File: src/hw/rtl/jackknife_bin_means_core_macros.svh
// ----------------------------------------------------------------------------
// jackknife_bin_means_core_macros
// Assertion macros shared by the jackknife bin means RTL.
// ----------------------------------------------------------------------------
`ifndef JACKKNIFE_BIN_MEANS_CORE_MACROS_SVH
`define JACKKNIFE_BIN_MEANS_CORE_MACROS_SVH
`ifndef SYNTH
// Antecedent and consequent in the same cycle.
`define JBM_ASSERT_SAME(lbl, clk, rst_n, ante, cons) \
	lbl: assert property (@(posedge clk) disable iff (!rst_n) (ante) |-> (cons)) \
		else $error("jbm assertion failed");
// Consequent in the cycle after the antecedent.
`define JBM_ASSERT_NEXT(lbl, clk, rst_n, ante, cons) \
	lbl: assert property (@(posedge clk) disable iff (!rst_n) (ante) |=> (cons)) \
		else $error("jbm assertion failed");
`else
`define JBM_ASSERT_SAME(lbl, clk, rst_n, ante, cons)
`define JBM_ASSERT_NEXT(lbl, clk, rst_n, ante, cons)
`endif
`endif

File: src/hw/rtl/jbm_pkg.sv
// ----------------------------------------------------------------------------
// jbm_pkg
// Widths, register indexes and control types of the jackknife bin means core.
// ----------------------------------------------------------------------------
package jbm_pkg;

	localparam int SAMPLE_W    = 32;
	localparam int ACC_W       = 42;
	localparam int NUM_W       = ACC_W + 1;
	localparam int CNT_W       = 11;
	localparam int POS_W       = 10;
	localparam int NB_W        = 7;
	localparam int IDX_W       = 6;
	localparam int MEAN_W      = 32;
	localparam int QUO_W       = MEAN_W - 1;
	localparam int DIV_W       = 11;
	localparam int HI_W        = NUM_W - QUO_W;
	localparam int STEP_W      = $clog2(QUO_W);
	localparam int CFG_IDX_W   = 2;
	localparam int CFG_DATA_W  = 11;

	localparam int MAX_SAMPLES_C = 1024;
	localparam int MAX_BINS_C    = 64;

	localparam logic [CFG_IDX_W-1:0] REG_NUM_SAMPLES = 2'd0;
	localparam logic [CFG_IDX_W-1:0] REG_BIN_SIZE    = 2'd1;
	localparam logic [CFG_IDX_W-1:0] REG_NUM_BINS    = 2'd2;

	localparam logic [CNT_W-1:0]  NUM_SAMPLES_RST = 11'd2;
	localparam logic [POS_W-1:0]  BIN_SIZE_RST    = 10'd1;
	localparam logic [NB_W-1:0]   NUM_BINS_RST    = 7'd1;

	localparam logic [MEAN_W-1:0] MEAN_MAX = 32'h7FFF_FFFF;
	localparam logic [MEAN_W-1:0] MEAN_MIN = 32'h8000_0000;

	typedef struct packed {
		logic accept;
		logic rd_en;
		logic sub_en;
		logic abs_en;
		logic chk_en;
		logic div_step;
		logic out_load;
		logic out_last;
	} jbm_cmd_t;

	typedef struct packed {
		logic            series_end;
		logic [NB_W-1:0] nb;
		logic            skip_div;
	} jbm_status_t;

endpackage

File: src/hw/rtl/jackknife_bin_means_core.sv
// ----------------------------------------------------------------------------
// jackknife_bin_means_core
// Binned jackknife means over a series of Q16.16 samples.
// ----------------------------------------------------------------------------
// Samples are taken one word per cycle while the core is collecting a series;
// each updates the running total and the sum of its bin. The word that
// completes a series (num_samples of them) starts the emit phase, during which
// in_stall stays high. Emit produces num_bins words in bin order, each going
// through a bin sum memory read, a subtract, a magnitude step, a range check
// and 31 steps of the one-bit-per-cycle restoring divider, then the load of
// the output register. A bin whose mean saturates, or any bin when num_samples
// is not above bin_size, skips the divider and goes on to the load. The load
// waits while the previous word is still held by out_stall. After the last
// mean is loaded the core takes samples again, even while that word waits.
// ----------------------------------------------------------------------------
`include "jackknife_bin_means_core_macros.svh"

module jackknife_bin_means_core
	import jbm_pkg::*;
#(
	parameter int MAX_BINS = MAX_BINS_C
) (
	input  logic                        clk,
	input  logic                        arst_n,
	input  logic                        cfg_we,
	input  logic [CFG_IDX_W-1:0]        cfg_index,
	input  logic [CFG_DATA_W-1:0]       cfg_data,
	input  logic                        in_valid,
	output logic                        in_stall,
	input  logic signed [SAMPLE_W-1:0]  sample,
	output logic                        out_valid,
	input  logic                        out_stall,
	output logic signed [MEAN_W-1:0]    jackknife_mean,
	output logic [IDX_W-1:0]            bin_index,
	output logic                        last_of_run
);

	jbm_cmd_t        cmd;
	jbm_status_t     status;
	logic [NB_W-1:0] emit_idx;

	jbm_ctrl u_ctrl (
		.clk       (clk),
		.arst_n    (arst_n),
		.in_valid  (in_valid),
		.in_stall  (in_stall),
		.out_valid (out_valid),
		.out_stall (out_stall),
		.status    (status),
		.cmd       (cmd),
		.emit_idx  (emit_idx)
	);

	jbm_datapath #(
		.MAX_BINS (MAX_BINS)
	) u_datapath (
		.clk            (clk),
		.arst_n         (arst_n),
		.cfg_we         (cfg_we),
		.cfg_index      (cfg_index),
		.cfg_data       (cfg_data),
		.sample         (sample),
		.cmd            (cmd),
		.emit_idx       (emit_idx),
		.status         (status),
		.jackknife_mean (jackknife_mean),
		.bin_index      (bin_index),
		.last_of_run    (last_of_run)
	);

	// The word that ends a series with bins to emit must close intake.
	`JBM_ASSERT_NEXT(a_emit_closes_intake, clk, arst_n, in_valid && !in_stall && status.series_end && status.nb != '0, in_stall)
	// The final mean of a series carries the highest bin index.
	`JBM_ASSERT_SAME(a_last_is_top_bin, clk, arst_n, out_valid && last_of_run, ({1'b0, bin_index} + NB_W'(1)) == status.nb)
	// No output word is loaded over one that is held.
	`JBM_ASSERT_SAME(a_no_overwrite, clk, arst_n, cmd.out_load, !out_valid || !out_stall)

endmodule

File: src/hw/rtl/jbm_datapath.sv
// ----------------------------------------------------------------------------
// jbm_datapath
// Configuration registers, running sums, bin sum memory, restoring divider
// and the output word register.
// ----------------------------------------------------------------------------
module jbm_datapath
	import jbm_pkg::*;
#(
	parameter int MAX_BINS = MAX_BINS_C,
	localparam int BIN_AW = (MAX_BINS > 1) ? $clog2(MAX_BINS) : 1
) (
	input  logic                        clk,
	input  logic                        arst_n,
	input  logic                        cfg_we,
	input  logic [CFG_IDX_W-1:0]        cfg_index,
	input  logic [CFG_DATA_W-1:0]       cfg_data,
	input  logic signed [SAMPLE_W-1:0]  sample,
	input  jbm_cmd_t                    cmd,
	input  logic [NB_W-1:0]             emit_idx,
	output jbm_status_t                 status,
	output logic signed [MEAN_W-1:0]    jackknife_mean,
	output logic [IDX_W-1:0]            bin_index,
	output logic                        last_of_run
);

	logic [CNT_W-1:0] num_samples_q;
	logic [POS_W-1:0] bin_size_q;
	logic [NB_W-1:0]  num_bins_q;

	logic signed [ACC_W-1:0] total_q;
	logic signed [ACC_W-1:0] tot_q;
	logic signed [ACC_W-1:0] bin_acc_q;
	logic [CNT_W-1:0]        cnt_q;
	logic [POS_W-1:0]        pos_q;
	logic [NB_W-1:0]         cur_bin_q;

	logic signed [ACC_W-1:0] bin_mem_q [MAX_BINS];
	logic signed [ACC_W-1:0] rd_q;

	logic signed [NUM_W-1:0] num_q;
	logic [NUM_W-1:0]        mag_q;
	logic                    sign_q;
	logic                    sat_q;
	logic [DIV_W-1:0]        rem_q;
	logic [QUO_W-1:0]        quo_q;

	logic signed [MEAN_W-1:0] mean_q;
	logic [IDX_W-1:0]         bin_index_q;
	logic                     last_q;

	logic signed [ACC_W-1:0] x_ext;
	logic signed [ACC_W-1:0] total_new;
	logic signed [ACC_W-1:0] bin_new;
	logic [CNT_W-1:0]        n_eff;
	logic [POS_W-1:0]        bsz;
	logic [NB_W-1:0]         nb;
	logic [POS_W:0]          pos_next;
	logic                    bin_close;
	logic                    bin_active;
	logic                    series_end;
	logic                    div_pos;
	logic [DIV_W-1:0]        div;
	logic [HI_W-1:0]         hi;
	logic                    ovf;
	logic                    skip;
	logic [DIV_W:0]          trial;
	logic                    trial_ge;
	logic [MEAN_W-1:0]       quo_ext;

	// Configuration registers.
	always_ff @(posedge clk or negedge arst_n) begin
		if (!arst_n) begin
			num_samples_q <= NUM_SAMPLES_RST;
			bin_size_q    <= BIN_SIZE_RST;
			num_bins_q    <= NUM_BINS_RST;
		end else if (cfg_we) begin
			unique case (cfg_index)
				REG_NUM_SAMPLES: num_samples_q <= cfg_data;
				REG_BIN_SIZE:    bin_size_q    <= cfg_data[POS_W-1:0];
				REG_NUM_BINS:    num_bins_q    <= cfg_data[NB_W-1:0];
				default: ;
			endcase
		end
	end

	assign n_eff = (num_samples_q > CNT_W'(MAX_SAMPLES_C)) ? CNT_W'(MAX_SAMPLES_C)
		: num_samples_q;
	assign bsz   = (bin_size_q == '0) ? POS_W'(1) : bin_size_q;
	assign nb    = (num_bins_q > NB_W'(MAX_BINS)) ? NB_W'(MAX_BINS) : num_bins_q;

	assign x_ext      = ACC_W'(sample);
	assign total_new  = total_q + x_ext;
	assign bin_new    = (pos_q == '0) ? x_ext : bin_acc_q + x_ext;
	assign pos_next   = {1'b0, pos_q} + (POS_W+1)'(1);
	assign bin_close  = pos_next >= {1'b0, bsz};
	assign bin_active = cur_bin_q < nb;
	assign series_end = ({1'b0, cnt_q} + (CNT_W+1)'(1)) >= {1'b0, n_eff};

	// Sample intake: running total, running bin sum and the position counters.
	always_ff @(posedge clk or negedge arst_n) begin
		if (!arst_n) begin
			total_q   <= '0;
			cnt_q     <= '0;
			pos_q     <= '0;
			cur_bin_q <= '0;
		end else if (cmd.accept) begin
			if (series_end) begin
				total_q   <= '0;
				cnt_q     <= '0;
				pos_q     <= '0;
				cur_bin_q <= '0;
			end else begin
				total_q <= total_new;
				cnt_q   <= cnt_q + CNT_W'(1);
				if (bin_active) begin
					if (bin_close) begin
						pos_q     <= '0;
						cur_bin_q <= cur_bin_q + NB_W'(1);
					end else begin
						pos_q <= pos_next[POS_W-1:0];
					end
				end
			end
		end
	end

	always_ff @(posedge clk) begin
		if (cmd.accept && bin_active) begin
			bin_acc_q <= bin_new;
		end
		if (cmd.accept && series_end) begin
			tot_q <= total_new;
		end
	end

	// Bin sum memory: one write port for intake, one registered read port for emit.
	always_ff @(posedge clk) begin
		if (cmd.accept && bin_active) begin
			bin_mem_q[cur_bin_q[BIN_AW-1:0]] <= bin_new;
		end
		if (cmd.rd_en) begin
			rd_q <= bin_mem_q[emit_idx[BIN_AW-1:0]];
		end
	end

	assign div_pos = n_eff > {1'b0, bin_size_q};
	assign div     = DIV_W'(n_eff - {1'b0, bin_size_q});
	assign hi      = mag_q[NUM_W-1:QUO_W];
	// The quotient reaches 2^31 exactly when the top bits alone reach the divisor.
	assign ovf     = hi >= HI_W'(div);
	assign skip    = !div_pos || ovf;

	assign trial    = {rem_q, quo_q[QUO_W-1]};
	assign trial_ge = trial >= {1'b0, div};
	assign quo_ext  = {1'b0, quo_q};

	// Emit path: difference, magnitude, range check, then one quotient bit a step.
	always_ff @(posedge clk) begin
		if (cmd.sub_en) begin
			num_q <= NUM_W'(tot_q) - NUM_W'(rd_q);
		end
		if (cmd.abs_en) begin
			sign_q <= num_q[NUM_W-1];
			mag_q  <= num_q[NUM_W-1] ? -num_q : num_q;
		end
		if (cmd.chk_en) begin
			sat_q <= div_pos ? ovf : (mag_q != '0);
			rem_q <= hi[DIV_W-1:0];
			quo_q <= skip ? '0 : mag_q[QUO_W-1:0];
		end else if (cmd.div_step) begin
			rem_q <= trial_ge ? DIV_W'(trial - {1'b0, div}) : trial[DIV_W-1:0];
			quo_q <= {quo_q[QUO_W-2:0], trial_ge};
		end
	end

	// Output word register.
	always_ff @(posedge clk) begin
		if (cmd.out_load) begin
			if (sat_q) begin
				mean_q <= sign_q ? MEAN_MIN : MEAN_MAX;
			end else begin
				mean_q <= sign_q ? -quo_ext : quo_ext;
			end
			bin_index_q <= emit_idx[IDX_W-1:0];
			last_q      <= cmd.out_last;
		end
	end

	assign status.series_end = series_end;
	assign status.nb         = nb;
	assign status.skip_div   = skip;

	assign jackknife_mean = mean_q;
	assign bin_index      = bin_index_q;
	assign last_of_run    = last_q;

endmodule

File: src/hw/rtl/jbm_ctrl.sv
// ----------------------------------------------------------------------------
// jbm_ctrl
// Controller: sample intake handshake, per-bin emit sequence, divider step
// count and the output word valid flag.
// ----------------------------------------------------------------------------
module jbm_ctrl
	import jbm_pkg::*;
(
	input  logic            clk,
	input  logic            arst_n,
	input  logic            in_valid,
	output logic            in_stall,
	output logic            out_valid,
	input  logic            out_stall,
	input  jbm_status_t     status,
	output jbm_cmd_t        cmd,
	output logic [NB_W-1:0] emit_idx
);

	typedef enum logic [6:0] {
		S_IDLE = 7'b0000001,
		S_RD   = 7'b0000010,
		S_SUB  = 7'b0000100,
		S_ABS  = 7'b0001000,
		S_CHK  = 7'b0010000,
		S_DIV  = 7'b0100000,
		S_WR   = 7'b1000000
	} jbm_state_t;

	jbm_state_t        state_q;
	jbm_state_t        state_d;
	logic [NB_W-1:0]   k_q;
	logic [STEP_W-1:0] step_q;
	logic              out_valid_q;
	logic              out_free;
	logic              last_bin;
	logic              accept;

	assign accept   = in_valid && (state_q == S_IDLE);
	assign out_free = !out_valid_q || !out_stall;
	assign last_bin = (k_q + NB_W'(1)) == status.nb;

	always_comb begin
		cmd      = '0;
		state_d  = state_q;
		unique case (state_q)
			S_IDLE: begin
				cmd.accept = accept;
				if (accept && status.series_end && status.nb != '0) begin
					state_d = S_RD;
				end
			end
			S_RD: begin
				cmd.rd_en = 1'b1;
				state_d   = S_SUB;
			end
			S_SUB: begin
				cmd.sub_en = 1'b1;
				state_d    = S_ABS;
			end
			S_ABS: begin
				cmd.abs_en = 1'b1;
				state_d    = S_CHK;
			end
			S_CHK: begin
				cmd.chk_en = 1'b1;
				state_d    = status.skip_div ? S_WR : S_DIV;
			end
			S_DIV: begin
				cmd.div_step = 1'b1;
				if (step_q == STEP_W'(QUO_W - 1)) begin
					state_d = S_WR;
				end
			end
			S_WR: begin
				cmd.out_load = out_free;
				cmd.out_last = last_bin;
				if (out_free) begin
					state_d = last_bin ? S_IDLE : S_RD;
				end
			end
			default: state_d = S_IDLE;
		endcase
	end

	always_ff @(posedge clk or negedge arst_n) begin
		if (!arst_n) begin
			state_q     <= S_IDLE;
			k_q         <= '0;
			step_q      <= '0;
			out_valid_q <= 1'b0;
		end else begin
			state_q <= state_d;
			if (state_q == S_IDLE) begin
				k_q <= '0;
			end else if (cmd.out_load) begin
				k_q <= k_q + NB_W'(1);
			end
			if (state_q == S_DIV) begin
				step_q <= step_q + STEP_W'(1);
			end else begin
				step_q <= '0;
			end
			if (cmd.out_load) begin
				out_valid_q <= 1'b1;
			end else if (!out_stall) begin
				out_valid_q <= 1'b0;
			end
		end
	end

	assign in_stall  = (state_q != S_IDLE);
	assign out_valid = out_valid_q;
	assign emit_idx  = k_q;

endmodule

File: config.mk
export PLATFORM = sky130hd
export DESIGN_NAME = jackknife_bin_means_core
export DESIGN_NICKNAME = d
export VERILOG_FILES = /design/src/hw/rtl/jbm_pkg.sv /design/src/hw/rtl/jackknife_bin_means_core.sv /design/src/hw/rtl/jbm_datapath.sv /design/src/hw/rtl/jbm_ctrl.sv
export VERILOG_INCLUDE_DIRS = /design/src /design/src/hw/rtl
export SDC_FILE = /design/constraint.sdc
export NUM_CORES = 2
export LEC_CHECK = 0
export ABC_CLOCK_PERIOD_IN_PS = 17650
export BUFFER_PORTS_ARGS = -buffer_cell sky130_fd_sc_hd__buf_2
export CAP_MARGIN = 10
export CORE_ASPECT_RATIO = 1.75
export CORE_MARGIN = 5
export CORE_UTILIZATION = 35
export DETAILED_ROUTE_END_ITERATION = 10
export PLACE_DENSITY_LB_ADDON = 0.25
export SYNTH_ARGS = -nofsm -noshare
export SYNTH_HDL_FRONTEND = slang
export SYNTH_SLANG_ARGS = --single-unit
File: constraint.sdc
create_clock -name clk -period 17.65 [get_ports clk]
set_input_delay 3.53 -clock clk [delete_from_list [all_inputs] [get_ports clk]]
set_output_delay 3.53 -clock clk [all_outputs]
set_load 0.1 [all_outputs]
==> results.md <==
* Post-synth EDFFs at 2,983
* Vias in the first global route at 67,200
* Yosys reg bits at 3,101
* Dpl ws at 8440 ps
* Worst Hold Class: register to register
* Worst-Margin Slew at 1300 ps
* Starting density of the core at 35.1%
* Ports at 91
* Drt first pass iters at 5
* Fin worst setup slack at 9460 ps
* Slew HR at 12.9%
* # setup viols final at 0
* IO buf count at 90
* First-pass GRT wire length at 496,000 um
* Pleak at 44.8 nW
* Total Wirelength at 348,000 um
* Placer Congestion at 0.905
* Setup total negative slack at 0 ps
* Final HPWL DP at 216,000 um
* FMAX at 122 MHz
* Setup crit start kind: primary input
* Worst Setup End Kind: register
* GR Util All Layers at 18.2%
* Via count at 63,300
* Pwr per Cell Area at 155 nW/um2
* Max Clock Skew at 37.5 ps
* MaxCap Viol Count at 0
* WL per Instance at 30.0 um
* Layout cells sized above 1 at 24.9%
* Synth warn at 0
* Synth Instances at 6,419
* Max clock buf depth at 4
* Share of the synthesized area in the top cell type at 70.4%
* Slew Limit Fails at 0
* Clock latency on the worst-skew pair at 870 ps
* Outcome: complete, no violations
* Synth Cell Area at 127,000 um2
* Worst Path Required at 18,120 ps
* Final worst path period need at 8190 ps
* Global route overflow at 0
* Async S/R FF share, synth at 3.81%
* Die outline height at 808 um
* Finished Core Util at 39.6%
* Root Driver: clkbuf_16
* Critical path class: primary input to register
* Synth cell types at 85
* CTS tree: built
* Most common cell in the synthesized netlist: edfxtp_1
* Top cells by count, synth: edfxtp_1, mux4_2, nand2_1
* Core footprint at 363,000 um2
* Final ANT Viol Nets at 0
* Clock slew at reported path FFs at 70 ps
* RSZ-0062 raised after global routing: false
* Rows at 293
* Setup bufs post-CTS at 0
* Cts bufs inserted at 272
* Die width at 466 um
* Syn_nets at 6,666
* Area delta synth->final at 12.8%
* Final Cycle Share at 46.4%
* Cts hold-fix bufs at 0
* Die ar. at 376,000 um2
* Fin. Hold Viols at 0
* Peak supply drop at 0.217 mV
* Post-CTS resize count at 0
* Main area contributors after synthesis: edfxtp_1, mux4_2, dfrtp_1, ha_1, xnor2_1
* Largest area contributor in the netlist: edfxtp_1
* Initial antenna violation count at 13
* DRC violations left at 0
* Largest net degree at the start of global routing at 143
* TritonCTS sink count at 3,101
* H-tree lvl count at 5
* Maximum fanout along the worst path at 65
* Vias/cell at 5.46
* Initial DRC Count at 4,913
* Mean post-synth cell area at 19.8 um2
* Register area share after synthesis at 72.7%
* CP arrival at 8660 ps
* Most used DFF post-synth: edfxtp_1
* Post-layout nets at 6,911
* Fillers at 32,200
## cell usage in the layout, fill, tap and decap left out, types with 18 or more instances in the layout
| cell | count |
|---|---|
| a31oi_1 | 20 |
| a21oi_4 | 18 |
| nor2_4 | 64 |
| o21ai_4 | 20 |
| buf_2 | 89 |
| mux2_2 | 28 |
| nand4_1 | 31 |
| nand2b_1 | 29 |
| clkinv_1 | 51 |
| inv_1 | 133 |
| nand2_1 | 276 |
| nand3_1 | 96 |
| nor2b_1 | 33 |
| a211oi_1 | 18 |
| or3_1 | 21 |
| a22o_1 | 25 |
| nor3_1 | 34 |
| edfxtp_1 | 2983 |
| o21a_1 | 32 |
| buf_4 | 165 |
| nor2_1 | 179 |
| xnor2_1 | 128 |
| clkinv_2 | 40 |
| o21ai_0 | 146 |
| dfrtp_1 | 108 |
| bufinv_16 | 22 |
| clkbuf_16 | 282 |
| o31ai_1 | 23 |
| a21oi_1 | 178 |
| a21o_1 | 86 |
| nor4_1 | 19 |
| ha_1 | 192 |
| xor2_1 | 79 |
| clkbuf_1 | 55 |
| mux4_2 | 882 |
## metrics by stage
stage / hold slack [ps] / instances / power (mW) / instance area (um2)
after floorplan: 423 / 6419 / 14.3 / 127000
after CTS: 485 / 11600 / 22.5 / 144000
after global placement: 456 / 11100 / 16.3 / 135000
final: 484 / 11600 / 22.3 / 144000
after global routing: 516 / 11600 / 23.2 / 144000
after detailed placement: 468 / 11100 / 16.6 / 135000
## kinds of logic after synthesis
family | Yosys count | share of synthesized area (%)
muxes | 918 | 15.9
xor gates and xnor gates | 208 | 1.43
DFF | 3101 | 72.7
AOI/OAI and AO/OA | 684 | 3.42
and+or+nand+nor | 883 | 3.31
buffers and inverters | 428 | 1.26
adders and majority gates | 197 | 1.97
## power by group
group	internal [mW]	switching (mW)	leakage, nW
clock	3.28	2.68	4.20
combinational	1.12	4.04	12.2
sequential	11.1	0.125	28.4
total	15.5	6.84	44.8
## final cells by class
cell class | instances | area (um2) | share of cell area [%]
inverters | 137 | 514 | 0.358
diodes | 5 | 12.5 | 0.00871
flip-flops and latches | 3101 | 92600 | 64.5
well taps | 4720 | 5910 | 4.11
clock inverters | 138 | 1300 | 0.906
clock buffers | 340 | 7300 | 5.09
multi-input cells | 2890 | 34200 | 23.8
repair buffers | 262 | 1840 | 1.28
## per-layer routing
metal | global-route usage (%) | share of wire [%]
met5 | 0 | 0
met3 | 1.89 | 3.6
met2 | 35.5 | 57
met4 | 7.36 | 4.5
met1 | 19.9 | 35
## worst max-delay path: stages
cell and delay, ps:
buf_2 100, ha_1 210, inv_1 80, fa_1 400, nand2b_1 190, a21oi_1 260
o21ai_0 370, o31ai_1 970, a21oi_1 280, o311ai_1 390, buf_4 200, a31oi_1 210
o211ai_1 280, and3_1 190, a211o_2 890
## flip-flops by register name, summed over array words and instances (netlist names), 11 cells and up
register,cells
u_datapath.bin_acc_q,42
u_datapath.bin_mem_q,2688
u_datapath.cnt_q,11
u_datapath.jackknife_mean,32
u_datapath.mag_q,43
u_datapath.num_q,43
u_datapath.num_samples_q,11
u_datapath.quo_q,31
u_datapath.rd_q,42
u_datapath.rem_q,11
u_datapath.tot_q,42
u_datapath.total_q,42
## worst paths after layout
kind / start / endpoint / slack, ps / depth (start not counted)
setup reg to reg: u_ctrl.emit_idx[1]$_DFFE_PN0P_ / u_datapath.rd_q[27]$_DFFE_PP_ / 11340 / 7
hold reg to reg: u_datapath.total_q[18]$_DFFE_PN0P_ / u_datapath.total_q[18]$_DFFE_PN0P_ / 480 / 2
hold / removal: u_datapath.total_q[18]$_DFFE_PN0P_ / u_datapath.total_q[18]$_DFFE_PN0P_ / 480 / 2
max in group asynchronous: arst_n / u_ctrl.emit_idx[0]$_DFFE_PN0P_ / 13370 / 2
min in group asynchronous: arst_n / u_ctrl.out_valid$_DFFE_PN0P_ / 2690 / 1
setup / recovery: sample[0] / u_datapath.bin_mem_q[41][38]$_DFFE_PP_ / 9460 / 15
Power figures use the tool's default switching activity.
